[config.mk]
export PLATFORM = sky130hd
export DESIGN_NAME = numeric_char_ref_decoder
export DESIGN_NICKNAME = d
export VERILOG_FILES = /design/src/sv/ncr_pkg.sv /design/src/sv/ncr_window.sv /design/src/sv/ncr_num_unit.sv /design/src/sv/numeric_char_ref_decoder.sv
export SDC_FILE = /design/constraint.sdc
export NUM_CORES = 1
export LEC_CHECK = 0
export BUFFER_PORTS_ARGS = -buffer_cell sky130_fd_sc_hd__buf_4
export CELL_PAD_IN_SITES_DETAIL_PLACEMENT = 0
export CELL_PAD_IN_SITES_GLOBAL_PLACEMENT = 2
export CORE_ASPECT_RATIO = 0.9
export CORE_UTILIZATION = 40
export CTS_CLUSTER_SIZE = 8
export DETAILED_ROUTE_END_ITERATION = 7
export GPL_TIMING_DRIVEN = 0
export PLACE_DENSITY_LB_ADDON = 0.1
export SYNTH_ARGS = -nofsm -noshare
export SYNTH_HDL_FRONTEND = slang
export SYNTH_SLANG_ARGS = --single-unit
[constraint.sdc]
create_clock -name clk -period 4.9 [get_ports clk]
set_input_delay 0.98 -clock clk [delete_from_list [all_inputs] [get_ports clk]]
set_output_delay 0.98 -clock clk [all_outputs]
set_load 0.01 [all_outputs]
[src/sv/ncr_pkg.sv]
// ----------------------------------------------------------------------------
// ncr_pkg
// Shared types and constants for the numeric character reference decoder.
// ----------------------------------------------------------------------------
`default_nettype none

package ncr_pkg;

	// Default longest reference body between '&' and ';'
	localparam int MAX_REF_LEN_DEF = 10;

	localparam int UNIT_W = 16;

	// Digit accumulator: saturates at 0x10000, so 17 bits hold it
	localparam int ACC_W = 17;
	localparam logic [ACC_W-1:0] SAT_LIMIT  = 17'h10000;
	localparam logic [ACC_W-1:0] CODE_LIMIT = 17'h0FFFE;

	// Character codes
	localparam logic [UNIT_W-1:0] CH_AMP   = 16'h0026;
	localparam logic [UNIT_W-1:0] CH_SEMI  = 16'h003B;
	localparam logic [UNIT_W-1:0] CH_HASH  = 16'h0023;
	localparam logic [UNIT_W-1:0] CH_LX    = 16'h0078;
	localparam logic [UNIT_W-1:0] CH_UX    = 16'h0058;
	localparam logic [UNIT_W-1:0] CH_SPACE = 16'h0020;
	localparam logic [UNIT_W-1:0] CH_TAB   = 16'h0009;
	localparam logic [UNIT_W-1:0] CH_CR    = 16'h000D;
	localparam logic [UNIT_W-1:0] CH_PLUS  = 16'h002B;
	localparam logic [UNIT_W-1:0] CH_MINUS = 16'h002D;
	localparam logic [UNIT_W-1:0] CH_D0    = 16'h0030;
	localparam logic [UNIT_W-1:0] CH_D9    = 16'h0039;
	localparam logic [UNIT_W-1:0] CH_LA    = 16'h0061;
	localparam logic [UNIT_W-1:0] CH_LF    = 16'h0066;
	localparam logic [UNIT_W-1:0] CH_UA    = 16'h0041;
	localparam logic [UNIT_W-1:0] CH_UF    = 16'h0046;

	// Sequencer to window
	typedef struct packed {
		logic push;
		logic shift;
	} win_ctrl_t;

	// Window to sequencer
	typedef struct packed {
		logic front_amp;
		logic second_hash;
		logic third_x;
		logic semi_found;
	} win_flags_t;

	// Sequencer to number unit
	typedef struct packed {
		logic start;
		logic step;
		logic base16;
	} num_ctrl_t;

endpackage

`default_nettype wire

[src/sv/ncr_window.sv]
// ----------------------------------------------------------------------------
// ncr_window
// Pending text window: append at the tail, shift out at the front, one
// read port for the number parser and a ';' finder over the filled entries behind the front.
// ----------------------------------------------------------------------------
`default_nettype none

module ncr_window #(
	parameter int WIN_DEPTH = ncr_pkg::MAX_REF_LEN_DEF + 2,
	localparam int IDX_W = $clog2(WIN_DEPTH),
	localparam int CNT_W = $clog2(WIN_DEPTH + 1)
) (
	input  wire logic                      clk,
	input  wire logic                      arst_n,
	input  ncr_pkg::win_ctrl_t             ctrl,
	input  wire logic [ncr_pkg::UNIT_W-1:0] push_unit,
	input  wire logic [IDX_W-1:0]          rd_idx,
	output logic [ncr_pkg::UNIT_W-1:0]     rd_unit,
	output logic [ncr_pkg::UNIT_W-1:0]     front_unit,
	output logic [CNT_W-1:0]               count,
	output ncr_pkg::win_flags_t            flags,
	output logic [IDX_W-1:0]               semi_idx
);
	import ncr_pkg::*;

	logic [UNIT_W-1:0] win_q [WIN_DEPTH];
	logic [CNT_W-1:0]  count_q;

	// Fill count
	always_ff @(posedge clk or negedge arst_n) begin
		if (!arst_n) begin
			count_q <= '0;
		end else if (ctrl.push) begin
			count_q <= count_q + CNT_W'(1);
		end else if (ctrl.shift) begin
			count_q <= count_q - CNT_W'(1);
		end
	end

	// Storage: tail write or shift toward the front
	always_ff @(posedge clk) begin
		if (ctrl.push) begin
			win_q[count_q[IDX_W-1:0]] <= push_unit;
		end else if (ctrl.shift) begin
			for (int k = 0; k < WIN_DEPTH - 1; k++) begin
				win_q[k] <= win_q[k+1];
			end
		end
	end

	// Front markers and the first ';' after the front among the filled entries
	always_comb begin
		flags.front_amp   = (win_q[0] == CH_AMP);
		flags.second_hash = (win_q[1] == CH_HASH);
		flags.third_x     = (win_q[2] == CH_LX) || (win_q[2] == CH_UX);
		flags.semi_found  = 1'b0;
		semi_idx          = '0;
		for (int k = WIN_DEPTH - 1; k >= 1; k--) begin
			if (win_q[k] == CH_SEMI && CNT_W'(k) < count_q) begin
				flags.semi_found = 1'b1;
				semi_idx         = IDX_W'(k);
			end
		end
	end

	assign rd_unit    = win_q[rd_idx];
	assign front_unit = win_q[0];
	assign count      = count_q;

endmodule

`default_nettype wire

[src/sv/ncr_num_unit.sv]
// ----------------------------------------------------------------------------
// ncr_num_unit
// Shared number parser: takes one character per step (space, sign, 0x
// prefix, digit) and accumulates the value with saturation.
// ----------------------------------------------------------------------------
`default_nettype none

module ncr_num_unit (
	input  wire logic                       clk,
	input  wire logic                       arst_n,
	input  ncr_pkg::num_ctrl_t              ctrl,
	input  wire logic [ncr_pkg::UNIT_W-1:0] unit,
	output logic                            fail,
	output logic                            good,
	output logic [ncr_pkg::UNIT_W-1:0]      value
);
	import ncr_pkg::*;

	localparam int MAC_W = ACC_W + 4;

	typedef enum logic [4:0] {
		PH_LEAD = 5'b00001,
		PH_SIGN = 5'b00010,
		PH_ZERO = 5'b00100,
		PH_XPFX = 5'b01000,
		PH_DIG  = 5'b10000
	} phase_t;

	phase_t           phase_q, phase_d;
	logic             neg_q, neg_d;
	logic             base16_q;
	logic [ACC_W-1:0] acc_q, acc_d;

	logic             is_space, is_plus, is_minus, is_zero, is_x;
	logic             is_dec, is_lhex, is_uhex, dig_ok;
	logic [3:0]       dval;
	logic [MAC_W-1:0] mac, sum;
	logic [ACC_W-1:0] acc_sat;

	// Character classes
	always_comb begin
		is_space = (unit == CH_SPACE) || (unit >= CH_TAB && unit <= CH_CR);
		is_plus  = (unit == CH_PLUS);
		is_minus = (unit == CH_MINUS);
		is_zero  = (unit == CH_D0);
		is_x     = (unit == CH_LX) || (unit == CH_UX);
		is_dec   = (unit >= CH_D0) && (unit <= CH_D9);
		is_lhex  = (unit >= CH_LA) && (unit <= CH_LF);
		is_uhex  = (unit >= CH_UA) && (unit <= CH_UF);
		dig_ok   = is_dec || (base16_q && (is_lhex || is_uhex));
		// letters a-f / A-F have low nibble 1..6
		dval     = is_dec ? unit[3:0] : (unit[3:0] + 4'd9);
	end

	// acc * base + digit, saturating
	always_comb begin
		if (base16_q) begin
			mac = MAC_W'(acc_q) << 4;
		end else begin
			mac = (MAC_W'(acc_q) << 3) + (MAC_W'(acc_q) << 1);
		end
		sum     = mac + MAC_W'(dval);
		acc_sat = (sum > MAC_W'(SAT_LIMIT)) ? SAT_LIMIT : sum[ACC_W-1:0];
	end

	// Phase step
	always_comb begin
		phase_d = phase_q;
		neg_d   = neg_q;
		acc_d   = acc_q;
		fail    = 1'b0;
		case (phase_q)
			PH_LEAD: begin
				if (is_space) begin
					phase_d = PH_LEAD;
				end else if (is_plus) begin
					phase_d = PH_SIGN;
				end else if (is_minus) begin
					phase_d = PH_SIGN;
					neg_d   = 1'b1;
				end else if (base16_q && is_zero) begin
					phase_d = PH_ZERO;
				end else if (dig_ok) begin
					phase_d = PH_DIG;
					acc_d   = acc_sat;
				end else begin
					fail = 1'b1;
				end
			end
			PH_SIGN: begin
				if (base16_q && is_zero) begin
					phase_d = PH_ZERO;
				end else if (dig_ok) begin
					phase_d = PH_DIG;
					acc_d   = acc_sat;
				end else begin
					fail = 1'b1;
				end
			end
			PH_ZERO: begin
				if (is_x) begin
					phase_d = PH_XPFX;
				end else if (dig_ok) begin
					phase_d = PH_DIG;
					acc_d   = acc_sat;
				end else begin
					fail = 1'b1;
				end
			end
			PH_XPFX, PH_DIG: begin
				if (dig_ok) begin
					phase_d = PH_DIG;
					acc_d   = acc_sat;
				end else begin
					fail = 1'b1;
				end
			end
			default: begin
				fail = 1'b1;
			end
		endcase
	end

	always_ff @(posedge clk or negedge arst_n) begin
		if (!arst_n) begin
			phase_q  <= PH_LEAD;
			neg_q    <= 1'b0;
			base16_q <= 1'b0;
		end else if (ctrl.start) begin
			phase_q  <= PH_LEAD;
			neg_q    <= 1'b0;
			base16_q <= ctrl.base16;
		end else if (ctrl.step && !fail) begin
			phase_q <= phase_d;
			neg_q   <= neg_d;
		end
	end

	always_ff @(posedge clk) begin
		if (ctrl.start) begin
			acc_q <= '0;
		end else if (ctrl.step && !fail) begin
			acc_q <= acc_d;
		end
	end

	// Usable code unit: at least one digit, positive, below 0xFFFE
	assign good  = (phase_q == PH_DIG) && !neg_q && (acc_q != '0) && (acc_q < CODE_LIMIT);
	assign value = acc_q[UNIT_W-1:0];

endmodule

`default_nettype wire

[src/sv/numeric_char_ref_decoder.sv]
// ----------------------------------------------------------------------------
// numeric_char_ref_decoder
// Replaces &#digits; and &#xhex; references in a stream of 16-bit text
// units by the unit they name; everything else passes through in order.
//
//   channel | signals                          | direction
//   --------+----------------------------------+----------
//   input   | in_valid, in_stall, code_unit,   | in
//           | last_unit                        |
//   output  | out_valid, out_stall, out_unit,  | out
//           | out_last                         |
//
// A word is accepted in IDLE; then the sequencer makes each window decision
// in EVAL, sends or drops units from the window one at a time in SHIFT, parses
// a numeric reference one character at a time in PARSE and then closes it,
// and sends a decoded unit from DEC.
// in_stall is high from acceptance until the window is resolved.
// out_stall holds the sequencer on the word waiting in the output register.
// Reset clears the fill count and the sequencer; window contents are
// undefined until written.
// ----------------------------------------------------------------------------
`default_nettype none

module numeric_char_ref_decoder #(
	parameter int MAX_REF_LEN = ncr_pkg::MAX_REF_LEN_DEF
) (
	input  wire logic                       clk,
	input  wire logic                       arst_n,
	input  wire logic                       in_valid,
	output logic                            in_stall,
	input  wire logic [ncr_pkg::UNIT_W-1:0] code_unit,
	input  wire logic                       last_unit,
	output logic                            out_valid,
	input  wire logic                       out_stall,
	output logic [ncr_pkg::UNIT_W-1:0]      out_unit,
	output logic                            out_last
);
	import ncr_pkg::*;

	localparam int WIN_DEPTH = MAX_REF_LEN + 2;
	localparam int IDX_W     = $clog2(WIN_DEPTH);
	localparam int CNT_W     = $clog2(WIN_DEPTH + 1);

	typedef enum logic [4:0] {
		ST_IDLE  = 5'b00001,
		ST_EVAL  = 5'b00010,
		ST_PARSE = 5'b00100,
		ST_DEC   = 5'b01000,
		ST_SHIFT = 5'b10000
	} state_t;

	state_t            state_q, state_d;
	logic              final_q;
	logic [CNT_W-1:0]  shift_cnt_q, shift_cnt_d;
	logic              shift_emit_q, shift_emit_d;
	logic [IDX_W-1:0]  idx_q, idx_d;

	win_ctrl_t         wctrl;
	win_flags_t        wflags;
	num_ctrl_t         nctrl;
	logic [UNIT_W-1:0] rd_unit, front_unit;
	logic [CNT_W-1:0]  count;
	logic [IDX_W-1:0]  semi_idx;
	logic              num_fail, num_good;
	logic [UNIT_W-1:0] num_value;

	logic              hex_ref;
	logic [CNT_W-1:0]  semi_len, prefix_len;
	logic              emit_ok, emit;
	logic [UNIT_W-1:0] emit_unit;
	logic              emit_last;

	logic              out_valid_q, out_last_q;
	logic [UNIT_W-1:0] out_unit_q;

	ncr_window #(
		.WIN_DEPTH(WIN_DEPTH)
	) u_window (
		.clk       (clk),
		.arst_n    (arst_n),
		.ctrl      (wctrl),
		.push_unit (code_unit),
		.rd_idx    (idx_q),
		.rd_unit   (rd_unit),
		.front_unit(front_unit),
		.count     (count),
		.flags     (wflags),
		.semi_idx  (semi_idx)
	);

	ncr_num_unit u_num (
		.clk   (clk),
		.arst_n(arst_n),
		.ctrl  (nctrl),
		.unit  (rd_unit),
		.fail  (num_fail),
		.good  (num_good),
		.value (num_value)
	);

	// Reference shape: hex marker, "&#" or "&#x" length, length through ';'
	assign hex_ref    = wflags.third_x && (semi_idx > IDX_W'(2));
	assign prefix_len = hex_ref ? CNT_W'(3) : CNT_W'(2);
	assign semi_len   = CNT_W'(semi_idx) + CNT_W'(1);

	assign emit_ok  = !out_valid_q || !out_stall;
	assign in_stall = (state_q != ST_IDLE);

	// Sequencer
	always_comb begin
		state_d      = state_q;
		shift_cnt_d  = shift_cnt_q;
		shift_emit_d = shift_emit_q;
		idx_d        = idx_q;
		wctrl        = '0;
		nctrl        = '0;
		nctrl.base16 = hex_ref;
		emit         = 1'b0;
		emit_unit    = front_unit;
		emit_last    = 1'b0;
		case (state_q)
			ST_IDLE: begin
				if (in_valid) begin
					wctrl.push = 1'b1;
					state_d    = ST_EVAL;
				end
			end
			ST_EVAL: begin
				if (count == '0) begin
					state_d = ST_IDLE;
				end else if (!wflags.front_amp) begin
					shift_cnt_d  = CNT_W'(1);
					shift_emit_d = 1'b1;
					state_d      = ST_SHIFT;
				end else if (!wflags.semi_found) begin
					// no ';' yet: give up on the '&' at the end or when full
					if (final_q || count == CNT_W'(WIN_DEPTH)) begin
						shift_cnt_d  = CNT_W'(1);
						shift_emit_d = 1'b1;
						state_d      = ST_SHIFT;
					end else begin
						state_d = ST_IDLE;
					end
				end else if (semi_idx == IDX_W'(1)) begin
					// empty reference
					shift_cnt_d  = CNT_W'(2);
					shift_emit_d = 1'b1;
					state_d      = ST_SHIFT;
				end else if (!wflags.second_hash || CNT_W'(semi_idx) <= prefix_len) begin
					// named reference or empty numeric one: pass whole
					shift_cnt_d  = semi_len;
					shift_emit_d = 1'b1;
					state_d      = ST_SHIFT;
				end else begin
					nctrl.start = 1'b1;
					idx_d       = prefix_len[IDX_W-1:0];
					state_d     = ST_PARSE;
				end
			end
			ST_PARSE: begin
				if (idx_q == semi_idx) begin
					if (num_good) begin
						state_d = ST_DEC;
					end else begin
						shift_cnt_d  = prefix_len;
						shift_emit_d = 1'b1;
						state_d      = ST_SHIFT;
					end
				end else begin
					nctrl.step = 1'b1;
					if (num_fail) begin
						shift_cnt_d  = prefix_len;
						shift_emit_d = 1'b1;
						state_d      = ST_SHIFT;
					end else begin
						idx_d = idx_q + IDX_W'(1);
					end
				end
			end
			ST_DEC: begin
				// send the decoded unit, then drop the reference text
				if (emit_ok) begin
					emit         = 1'b1;
					emit_unit    = num_value;
					emit_last    = final_q && (semi_len == count);
					shift_cnt_d  = semi_len;
					shift_emit_d = 1'b0;
					state_d      = ST_SHIFT;
				end
			end
			ST_SHIFT: begin
				if (!shift_emit_q || emit_ok) begin
					wctrl.shift = 1'b1;
					emit        = shift_emit_q;
					emit_last   = final_q && (count == CNT_W'(1));
					shift_cnt_d = shift_cnt_q - CNT_W'(1);
					if (shift_cnt_q == CNT_W'(1)) begin
						state_d = ST_EVAL;
					end
				end
			end
			default: begin
				state_d = ST_IDLE;
			end
		endcase
	end

	always_ff @(posedge clk or negedge arst_n) begin
		if (!arst_n) begin
			state_q      <= ST_IDLE;
			final_q      <= 1'b0;
			shift_cnt_q  <= '0;
			shift_emit_q <= 1'b0;
			idx_q        <= '0;
		end else begin
			state_q      <= state_d;
			shift_cnt_q  <= shift_cnt_d;
			shift_emit_q <= shift_emit_d;
			idx_q        <= idx_d;
			if (state_q == ST_IDLE && in_valid) begin
				final_q <= last_unit;
			end
		end
	end

	// Output register
	always_ff @(posedge clk or negedge arst_n) begin
		if (!arst_n) begin
			out_valid_q <= 1'b0;
		end else if (emit) begin
			out_valid_q <= 1'b1;
		end else if (!out_stall) begin
			out_valid_q <= 1'b0;
		end
	end

	always_ff @(posedge clk) begin
		if (emit) begin
			out_unit_q <= emit_unit;
			out_last_q <= emit_last;
		end
	end

	assign out_valid = out_valid_q;
	assign out_unit  = out_unit_q;
	assign out_last  = out_last_q;

endmodule

`default_nettype wire
======== Word-level counts from Yosys, hierarchy flattened ========
Memory sizes are Yosys's and may differ from the RTL's.
Cells that the tools add are included.
word-level totals
  input bits .............................. 21
  bits in registers ....................... 61
  bits in read-only memories .............. 0
  memories kept ........................... 1
  RAM bits ................................ 192
  output and inout bits ................... 19
  latch bits .............................. 0
cells by class
  mux-type cells .......................... 132
  $add $sub $neg .......................... 8
  reduce and logical (&&, ||, !) cells .... 60
  $mul .................................... 0
  bitwise gates (word level) .............. 0
  order comparisons ....................... 23
  div/mod/pow operators ................... 0
  eq/ne operators ......................... 60
  shifts and indexed selects .............. 0
memories
  name            words  bits a word  rd ports  clocked after memory_dff  write ports  RTL line          RTL
  u_window.win_q  12     16           13        0                         11           ncr_window.sv:26  logic [UNIT_W-1:0] win_q [WIN_DEPTH];
operators by type and width
  operator                                                                           count
  16-bit by 6-bit == test with 1-bit output, second input constant                   17
  4-bit 2-to-1 mux                                                                   33
  17-bit 2-to-1 mux                                                                  7
  5-bit 2-to-1 mux                                                                   21
  17-bit case mux with 4 select lines                                                1
  16-bit by 7-bit == test with 1-bit output, second input constant                   4
  1-bit 2-to-1 mux                                                                   58
  16-bit 2-to-1 mux                                                                  3
  2-bit != test, second input constant                                               17
  16-bit by 7-bit >= comparator with 1-bit output, second input constant             2
  16-bit by 7-bit <= comparator with 1-bit output, second input constant             2
  1-bit logical AND                                                                  25
  5-bit case mux with 5 select lines                                                 1
  20-bit by 18-bit adder with 21-bit output                                          1
  21-bit by 4-bit adder with 21-bit output                                           1
  21-bit by 17-bit greater-than comparator with 1-bit output, second input constant  1
  21-bit 2-to-1 mux                                                                  1
  5-bit case mux with 4 select lines                                                 1
  17-bit by 16-bit less-than comparator with 1-bit output, second input constant     1
  17-bit nonzero test                                                                1
  16-bit by 4-bit >= comparator with 1-bit output, second input constant             1
  16-bit by 6-bit >= comparator with 1-bit output, second input constant             1
  16-bit by 4-bit <= comparator with 1-bit output, second input constant             1
  16-bit by 6-bit <= comparator with 1-bit output, second input constant             1
  other kinds (42)                                                                   81

======== Logic depth before layout (Yosys ltp) ========
Gate-level depths: netlist (run 1).
An unclocked memory read counts as a cell.
  word-level depth ........................ 27
  depth in mapped cells ................... 28

======== By module ========
A second synthesis (run 1) with hierarchy kept.
unflattened totals
  cells, all modules ...................... 1,351
  area total of the unflattened synthesis .. 17,471.8 sq um
by module, submodules not included
  module                    area an instance (sq um)  times used  cells each
  ncr_window                12,211.7                  1           749
  ncr_num_unit              3,193.1                   1           421
  numeric_char_ref_decoder  2,067.0                   1           181

======== Least setup slack after synthesis (run 1) ========
OpenSTA, ideal clock, no wires.
  path type ............................... register to register
  start ................................... reg idx_q[2]
  end ..................................... reg u_num.acc_q[14]
  data arrival time ....................... 5,229 ps
  stages on the path, launching flop included .. 27
  setup slack ............................. -446 ps
  setup time .............................. 117 ps
  cells stage by stage .................... dfrtp_1 -> buf_6 -> buf_6 -> buf_6 -> mux2i_1 -> mux4_2 -> mux2i_1 -> inv_1 -> ha_1 -> nor2_1 -> o21ai_1 -> and3_1 -> nand2_1 -> nand2_1 -> xnor2_1 -> ha_1 -> a21o_1 -> a21oi_1 -> nor3_1 -> and3b_1 -> nand3_1 -> and3b_1 -> o311ai_1 -> o41ai_1 -> and2_4 -> buf_8 -> a22o_1
between the ends
  longest elaborated chain between the ends .. 15
  elaborated cells on any way between the ends .. 54
  those cells by class .................... add/sub: 2; order compare: 9; eq/ne: 11; mux: 18; reduce/logical: 13; memory: 1
RTL lines
  element                                                                                            RTL line                         RTL
  start, declared                                                                                    numeric_char_ref_decoder.sv:56   logic [IDX_W-1:0] idx_q, idx_d;
  start signal, assigned                                                                             numeric_char_ref_decoder.sv:219  idx_q <= idx_d;
  parallel branches: the longest is 15 deep, another holds 21-bit by 4-bit adder with 21-bit output  -
  end signal, assigned                                                                               ncr_num_unit.sv:141              acc_q <= '0;
  end signal, assigned                                                                               ncr_num_unit.sv:143              acc_q <= acc_d;
  end, declared                                                                                      ncr_num_unit.sv:32               logic [ACC_W-1:0] acc_q, acc_d;
Several ways; the timed one is not identified. The select of a mux whose other input is x is not followed.
A chain may end at the register's enable or synchronous reset.

==> results of run 1 <==
[cell type report]
type	count	area share, %
inverters	25	0.493
clock buffers	60	5.68
multi-input cells	1031	39.1
well taps	555	3.33
flip-flops and latches	317	44.3
repair buffers	102	4.48
clock inverters	2	0.222
plain buffers	82	2.44
[flip-flops by register name, indices dropped and copies added, names as in the netlist]
register,cells
out_unit,16
idx_q,4
u_window.count,4
u_num.phase_q,5
final_q,1
shift_cnt_q,4
out_valid,1
u_num.acc_q,17
state_q,5
u_num.base16_q,1
u_num.neg_q,1
u_window.win_q,256
out_last,1
shift_emit_q,1
[per-stage QoR]
step	worst slack, ns	instances	total power, µW
6_report	-0.356	2174	7850
5_1_grt	-0.517	2174	8130
4_1_cts	-0.298	2166	7860
3_5_place_dp	-1.92	2067	5020
3_3_place_gp	-1.90	2050	4920
2_1_floorplan	0.00409	1456	4340
[cells by family (layout without fill, tap and decap cells)]
| group | Yosys count | count (layout) | share of synthesized area [%] |
|---|---|---|---|
| simple gates | 456 | 456 | 14.6 |
| compound gates | 422 | 422 | 17.9 |
| flops | 317 | 317 | 53.0 |
| buf+inv | 108 | 271 | 2.72 |
| mux | 83 | 83 | 7.41 |
| fa+ha+maj | 35 | 35 | 2.61 |
| xor+xnor | 35 | 35 | 1.76 |
[power by group through the flow]
stage               Sequential, µW  Clock, µW  Combinational, µW
floorplan                     3540          0                798
global placement              3660          0               1260
detailed placement            3640          0               1370
CTS                           3600       2860               1410
global route                  3630       2970               1530
finish                        3610       2820               1420
[synthesized netlist by cell type (7+ instances only)]
cell type,n
buf_2,12
a21oi_1,44
o21ai_0,43
inv_1,22
nor4_1,34
a22o_1,16
nor4b_1,8
nor3_1,31
or3_1,9
clkbuf_1,62
nand4_1,23
and3_1,15
nand2_1,79
nor3b_1,8
nor2b_1,40
and2_1,7
edfxtp_1,273
nand2b_1,10
dfxtp_1,17
a211oi_1,12
mux2_2,25
nand4b_1,9
nand3_1,48
mux4_2,34
or4_1,7
mux2i_1,24
a21o_1,184
a31oi_1,11
ha_1,33
xnor2_1,19
o22ai_1,7
xor2_1,16
dfrtp_1,25
o211ai_1,14
nor2_1,91
o21ai_1,7
[how the worst max path moves through the flow]
stage	startpoint	to	slack [ns]	depth (start not counted)
after global routing	idx_q[2]	u_num.acc_q[11]	-0.52	25
after CTS	idx_q[2]	u_num.acc_q[2]	-0.30	26
after detailed placement	idx_q[1]	u_num.acc_q[2]	-1.92	24
final	u_window.win_q[0][15]	u_num.acc_q[11]	-0.36	23
after floorplan	idx_q[2]	u_num.acc_q[14]	0.004	26
after global placement	idx_q[3]	u_num.acc_q[11]	-1.90	23
[critical path: stages, from the launching register on]
cell,delay [ns]
edfxtp_1,0.45
nor4_2,0.64
a22oi_1,0.14
and3_1,0.23
a311o_1,0.31
nor3_4,0.35
and3_1,0.22
buf_6,0.13
nand2_4,0.08
nand2_2,0.07
o21ai_2,0.05
ha_2,0.18
fa_2,0.37
a21oi_4,0.18
nor2_4,0.06
and4b_2,0.34
buf_6,0.13
buf_4,0.13
nor3_4,0.15
o311ai_2,0.13
o41ai_1,0.33
and2_4,0.23
clkbuf_16,0.15
a22o_1,0.11
[layer usage]
layer	part of all wire, %	track usage [%]	up-vias
met3	7.4	6.07	95
met1	43	37.8	6878
met4	2.7	8.62	2
met2	47	46.7	512
met5	0.018	0	-
li1	-	-	6002
[what timing repair did]
| item | in CTS | in global routing |
|---|---|---|
| pin swaps | 25 | 21 |
| setup endpoints to repair | 20 | 28 |
| gates cloned | 0 | 1 |
| hold buffers | 0 | 0 |
| gates resized for setup | 84 | 29 |
| buffers inserted | 38 | 7 |
==> results.toml, run 1 <==
[logic_synthesis]
synthArstFlopShare_pct = 8.52
syn_nets = 1512
ys_seq_area_share_pct = 53.0
yosysTopAreaCell = "edfxtp_1"
syn_area_um2 = 17400
yosys_warnings = 0
synth-seq-cells = 317
synth_area_leaders = "edfxtp_1, a21o_1, mux4_2, dfrtp_1, ha_1"
synth-main-ff-cell = "edfxtp_1"
synth_top_area_share_pct = 47.2
synthDistinctLibCells = 102
synth.avg_cell_area_um2 = 11.9
synth-edff-count = 273
syn_inst = 1456

[timing]
setup-tns-final_ns = -5.08
finalClockSkew_ns = 0.0344
finalCritPeriodShare_pct = 107
worstMarginPinSlew_ns = 1.33
setup_violations = 17
relSlewSlack_pct = 11.1
final_hold_viol_count = 0
fin_crit_ns = 5.26
clock.fmax_mhz = 190
fin_worst_hold_slack_ns = 0.326
rsz0062_at_grt = "yes"
slew_violations = 0
setup_ws_ns = -0.356

[floorplanning]
die_h_um = 200
coreArea_um2 = 42900
die_x_um = 222
start_util_pct = 40.5
pin_count = 40
rows = 72
die_area_um2 = 44300

[clock_tree]
clk_pin_slew_ns = 0.06
cts-buffers-inserted = 45
clockBufferDepth = 3
cts_tree = "yes"
cts.sinks = 317
htree_num_levels = 2
insertion_delay_ns = 0.59
ctsRootBufferMaster = "clkbuf_16"

[cells_and_area]
multiInputGateArea_um2 = 8150
fill_cells = 3906
nets = 1660
final_cell_mix = "edfxtp_1, a21o_1, buf_4, nor2_1, nand2_1"
drive_above_1_share_pct = 21.5
final_area_um2 = 20800
regArea_um2 = 9220
antenna_cells = 0
final_util_pct = 48.6
synthToLayoutAreaGrowth_pct = 19.9
final_common_cell = "edfxtp_1"

[detailed_routing]
routed_wl_um = 62300
drc = 0
wl_per_cell_um = 28.7
via_per_inst = 6.20
ant_nets = 0
drtPass1Iterations = 6
num_vias = 13500
first_iter_violations = 1251

[pwr]
internal_power_uw = 5520
p_leak_uw = 0.00805
comb_power_share_pct = 18.1
switchingPower_uw = 2340
seqPwrFrac_pct = 46.0
p_clk_share_pct = 35.9
ir_drop_uv = 286
power-per-cell-area_nw_per_um2 = 377
swShare_pct = 29.7

[outcome]
status = "finished, violations left"
violations = "negative setup slack"

[critical_path]
r2r-end = "u_num.acc_q[11]"
reg2reg_depth = 23
critPathLaunchType = "register"
worstPathMaxFanout = 7
crit_path_end_kind = "register"
regToRegStartpoint = "u_window.win_q[0][15]"
reg2reg_slack_ns = -0.36
critPathRequiredTime_ns = 5.40
critical_path_arrival_ns = 5.76
critPathKind = "reg2reg"

[run]
maxCapViolCount = 0

[grt]
antenna_found_initial = 1
grt_use_total_pct = 28.4
grt_pass1_vias = 13400
grt_pass1_wl_um = 91100
grt_overflow = 0
grt_max_degree = 28

[placed_design]
post-dp-hpwl_um = 46900
port_buffers = 39
placed_cell_area_um2 = 18800
globalplace.congestion = 0.937

[worst_hold_path]
hp-class = "in2async"
Power figures use the tool's default switching activity.
==> run 2: changes to the inputs <==
--- a/config.mk
+++ b/config.mk
@@ -5,13 +5,13 @@
 export SDC_FILE = /design/constraint.sdc
 export NUM_CORES = 1
 export LEC_CHECK = 0
-export BUFFER_PORTS_ARGS = -buffer_cell sky130_fd_sc_hd__buf_4
 export CELL_PAD_IN_SITES_DETAIL_PLACEMENT = 0
 export CELL_PAD_IN_SITES_GLOBAL_PLACEMENT = 2
 export CORE_ASPECT_RATIO = 0.9
-export CORE_UTILIZATION = 40
+export CORE_UTILIZATION = 41
 export CTS_CLUSTER_SIZE = 8
 export DETAILED_ROUTE_END_ITERATION = 7
+export DONT_BUFFER_PORTS = 1
 export GPL_TIMING_DRIVEN = 0
 export PLACE_DENSITY_LB_ADDON = 0.1
 export SYNTH_ARGS = -nofsm -noshare
==> run 2 against run 1 <==
The run still ends with negative setup slack left. Cell area shrank 0.91%. Critical path depth grew 2. Fmax grew 1.7%. Final cell count shrank 1.8%. Flip-flop and latch count is the same. Critical endpoint is now u_num.acc_q[6]. Highest routed layer unchanged.
==> results.toml, run 2 (same netlist as run 1, synthesis figures left out) <==
[outcome]
status = "finished, violations left"
violations = "negative setup slack"

[clock_tree]
ctsRootBufferMaster = "clkbuf_16"
clockBufferDepth = 3
cts.sinks = 317
cts-buffers-inserted = 45
cts_tree = "yes"
clk_pin_slew_ns = 0.05
htree_num_levels = 2
insertion_delay_ns = 0.59
ctsHoldBuffers = 0

[critical_path]
critPathRequiredTime_ns = 5.38
reg2reg_depth = 25
worstPathMaxFanout = 6
critical_path_arrival_ns = 5.64
r2r-end = "u_num.acc_q[6]"
critPathKind = "reg2reg"
critPathLaunchType = "register"
reg2reg_slack_ns = -0.27
crit_path_end_kind = "register"
regToRegStartpoint = "idx_q[2]"

[pwr]
swShare_pct = 30.0
p_leak_uw = 0.00793
ir_drop_uv = 255
finalPower_uw = 7850
seqPwrFrac_pct = 46.0
power-per-cell-area_nw_per_um2 = 381
comb_power_share_pct = 17.4
internal_power_uw = 5500
switchingPower_uw = 2360
p_clk_share_pct = 36.6

[detailed_routing]
routed_wl_um = 61900
drtPass1Iterations = 5
drc = 0
via_per_inst = 6.28
num_vias = 13400
first_iter_violations = 1357
ant_nets = 0
wl_per_cell_um = 29.0

[timing]
fin_crit_ns = 5.17
setup_violations = 17
finalCritPeriodShare_pct = 105
clock.fmax_mhz = 194
final_hold_viol_count = 0
relSlewSlack_pct = 15.1
finalClockSkew_ns = 0.0213
rsz0062_at_grt = "yes"
worstMarginPinSlew_ns = 1.27
fin_worst_hold_slack_ns = 0.0905
setup_ws_ns = -0.267
slew_violations = 0

[grt]
grt_use_total_pct = 29.0
antenna_found_initial = 2
grt_pass1_wl_um = 90500
grt_max_degree = 28
grt_overflow = 0
grt_pass1_vias = 13300

[floorplanning]
die_x_um = 219
pin_count = 40
die_area_um2 = 43200
coreArea_um2 = 41800
start_util_pct = 41.6
rows = 71
die_h_um = 197

[cells_and_area]
final_cell_mix = "edfxtp_1, a21o_1, nor2_1, nand2_1, clkbuf_1"
fill_cells = 3732
synthToLayoutAreaGrowth_pct = 18.8
final_common_cell = "edfxtp_1"
largest_reg_flops = 256
top_register = "u_window.win_q"
drive_above_1_share_pct = 19.8
nets = 1628
antenna_cells = 0

[placed_design]
globalplace.congestion = 0.945
post-dp-hpwl_um = 46600
port_buffers = 0

[run]
maxCapViolCount = 0

[worst_hold_path]
hp-class = "in2async"
## run 2: cell count changes in the layout (fill, tap and decap cells not counted), moves of 2 or more
cell	delta
nor4_2	-2
buf_12	+3
buf_4	-35
buf_8	+2
xnor2_2	+2
buf_6	-2
nand2_1	+2
## run 2: area by class of cell
| cell class | instances | area [µm²] | area share (%) |
|---|---|---|---|
| Clock buffer | 60 | 1180 | 5.73 |
| Inverter | 25 | 103 | 0.497 |
| Timing Repair Buffer | 70 | 716 | 3.47 |
| Buffer | 82 | 515 | 2.50 |
| Clock inverter | 3 | 80.1 | 0.388 |
| Sequential cell | 317 | 9220 | 44.7 |
| Tap cell | 547 | 684 | 3.32 |
| Multi-Input combinational cell | 1031 | 8140 | 39.4 |
## run 2: worst max-delay path by stage
stage,slack (ns),endpoint,from
floorplan,0.004,u_num.acc_q[14],idx_q[2]
global placement,-1.89,u_num.acc_q[14],idx_q[3]
detailed placement,-1.95,u_num.acc_q[1],idx_q[3]
CTS,-0.29,u_num.acc_q[10],idx_q[2]
global route,-0.44,u_num.acc_q[6],idx_q[2]
finish,-0.27,u_num.acc_q[6],idx_q[2]
## run 2: per-stage QoR
| stage | setup slack (ns) | cells | instance area, µm² | utilization, % | TNS, ns |
|---|---|---|---|---|---|
| floorplan | 0.00409 | 1456 | 17400 | - | 0 |
| global placement | -1.89 | 2003 | 18100 | 43.4 | -31.40 |
| detailed placement | -1.95 | 2020 | 18400 | 44.2 | -32.43 |
| CTS | -0.293 | 2117 | 20400 | 48.8 | -3.94 |
| global route | -0.435 | 2135 | 20600 | 49.4 | -6.73 |
| finish | -0.267 | 2135 | 20600 | 49.4 | -3.63 |
## run 2: repair_timing
| item | CTS | global route |
|---|---|---|
| endpoints found under the setup margin | 23 | 31 |
| cloned | 1 | 0 |
| pin swaps | 30 | 30 |
| endpoints found under the hold margin | 0 | 0 |
| setup buffers | 35 | 18 |
| resized for setup | 84 | 28 |
## run 2: power by group through the flow
| stage | combinational (µW) | sequential [µW] | clock [µW] |
|---|---|---|---|
| 2_1_floorplan | 798 | 3540 | 0 |
| 3_3_place_gp | 1210 | 3670 | 0 |
| 3_5_place_dp | 1320 | 3650 | 0 |
| 4_1_cts | 1350 | 3600 | 2920 |
| 5_1_grt | 1470 | 3640 | 3010 |
| 6_report | 1370 | 3620 | 2870 |
## run 2: per-layer routing
| layer | wire, µm | part of all wire, % | track usage (%) |
|---|---|---|---|
| met5 | 12 | 0.019 | 0 |
| met4 | 1850 | 3.0 | 9.49 |
| met3 | 4480 | 7.2 | 5.62 |
| met2 | 28700 | 46 | 46.1 |
| met1 | 26900 | 43 | 39.8 |
## run 2: worst max-delay path, cell delays in order (launching register included)
cell and delay (ns):
dfrtp_2 0.42, buf_12 0.14, buf_12 0.13, buf_12 0.14
mux4_2 0.54, a22oi_2 0.30, nand3_4 0.19, ha_4 0.21
nor2_4 0.09, o21ai_1 0.06, and3_4 0.18, nand2_4 0.09
nand2_1 0.10, xnor2_2 0.17, ha_1 0.30, a21o_1 0.16
a21oi_4 0.08, nor3_4 0.21, and3b_2 0.30, nand3_4 0.11
and3b_2 0.30, o311ai_4 0.24, o41ai_2 0.09, and2_4 0.18
buf_8 0.13, a22o_1 0.19
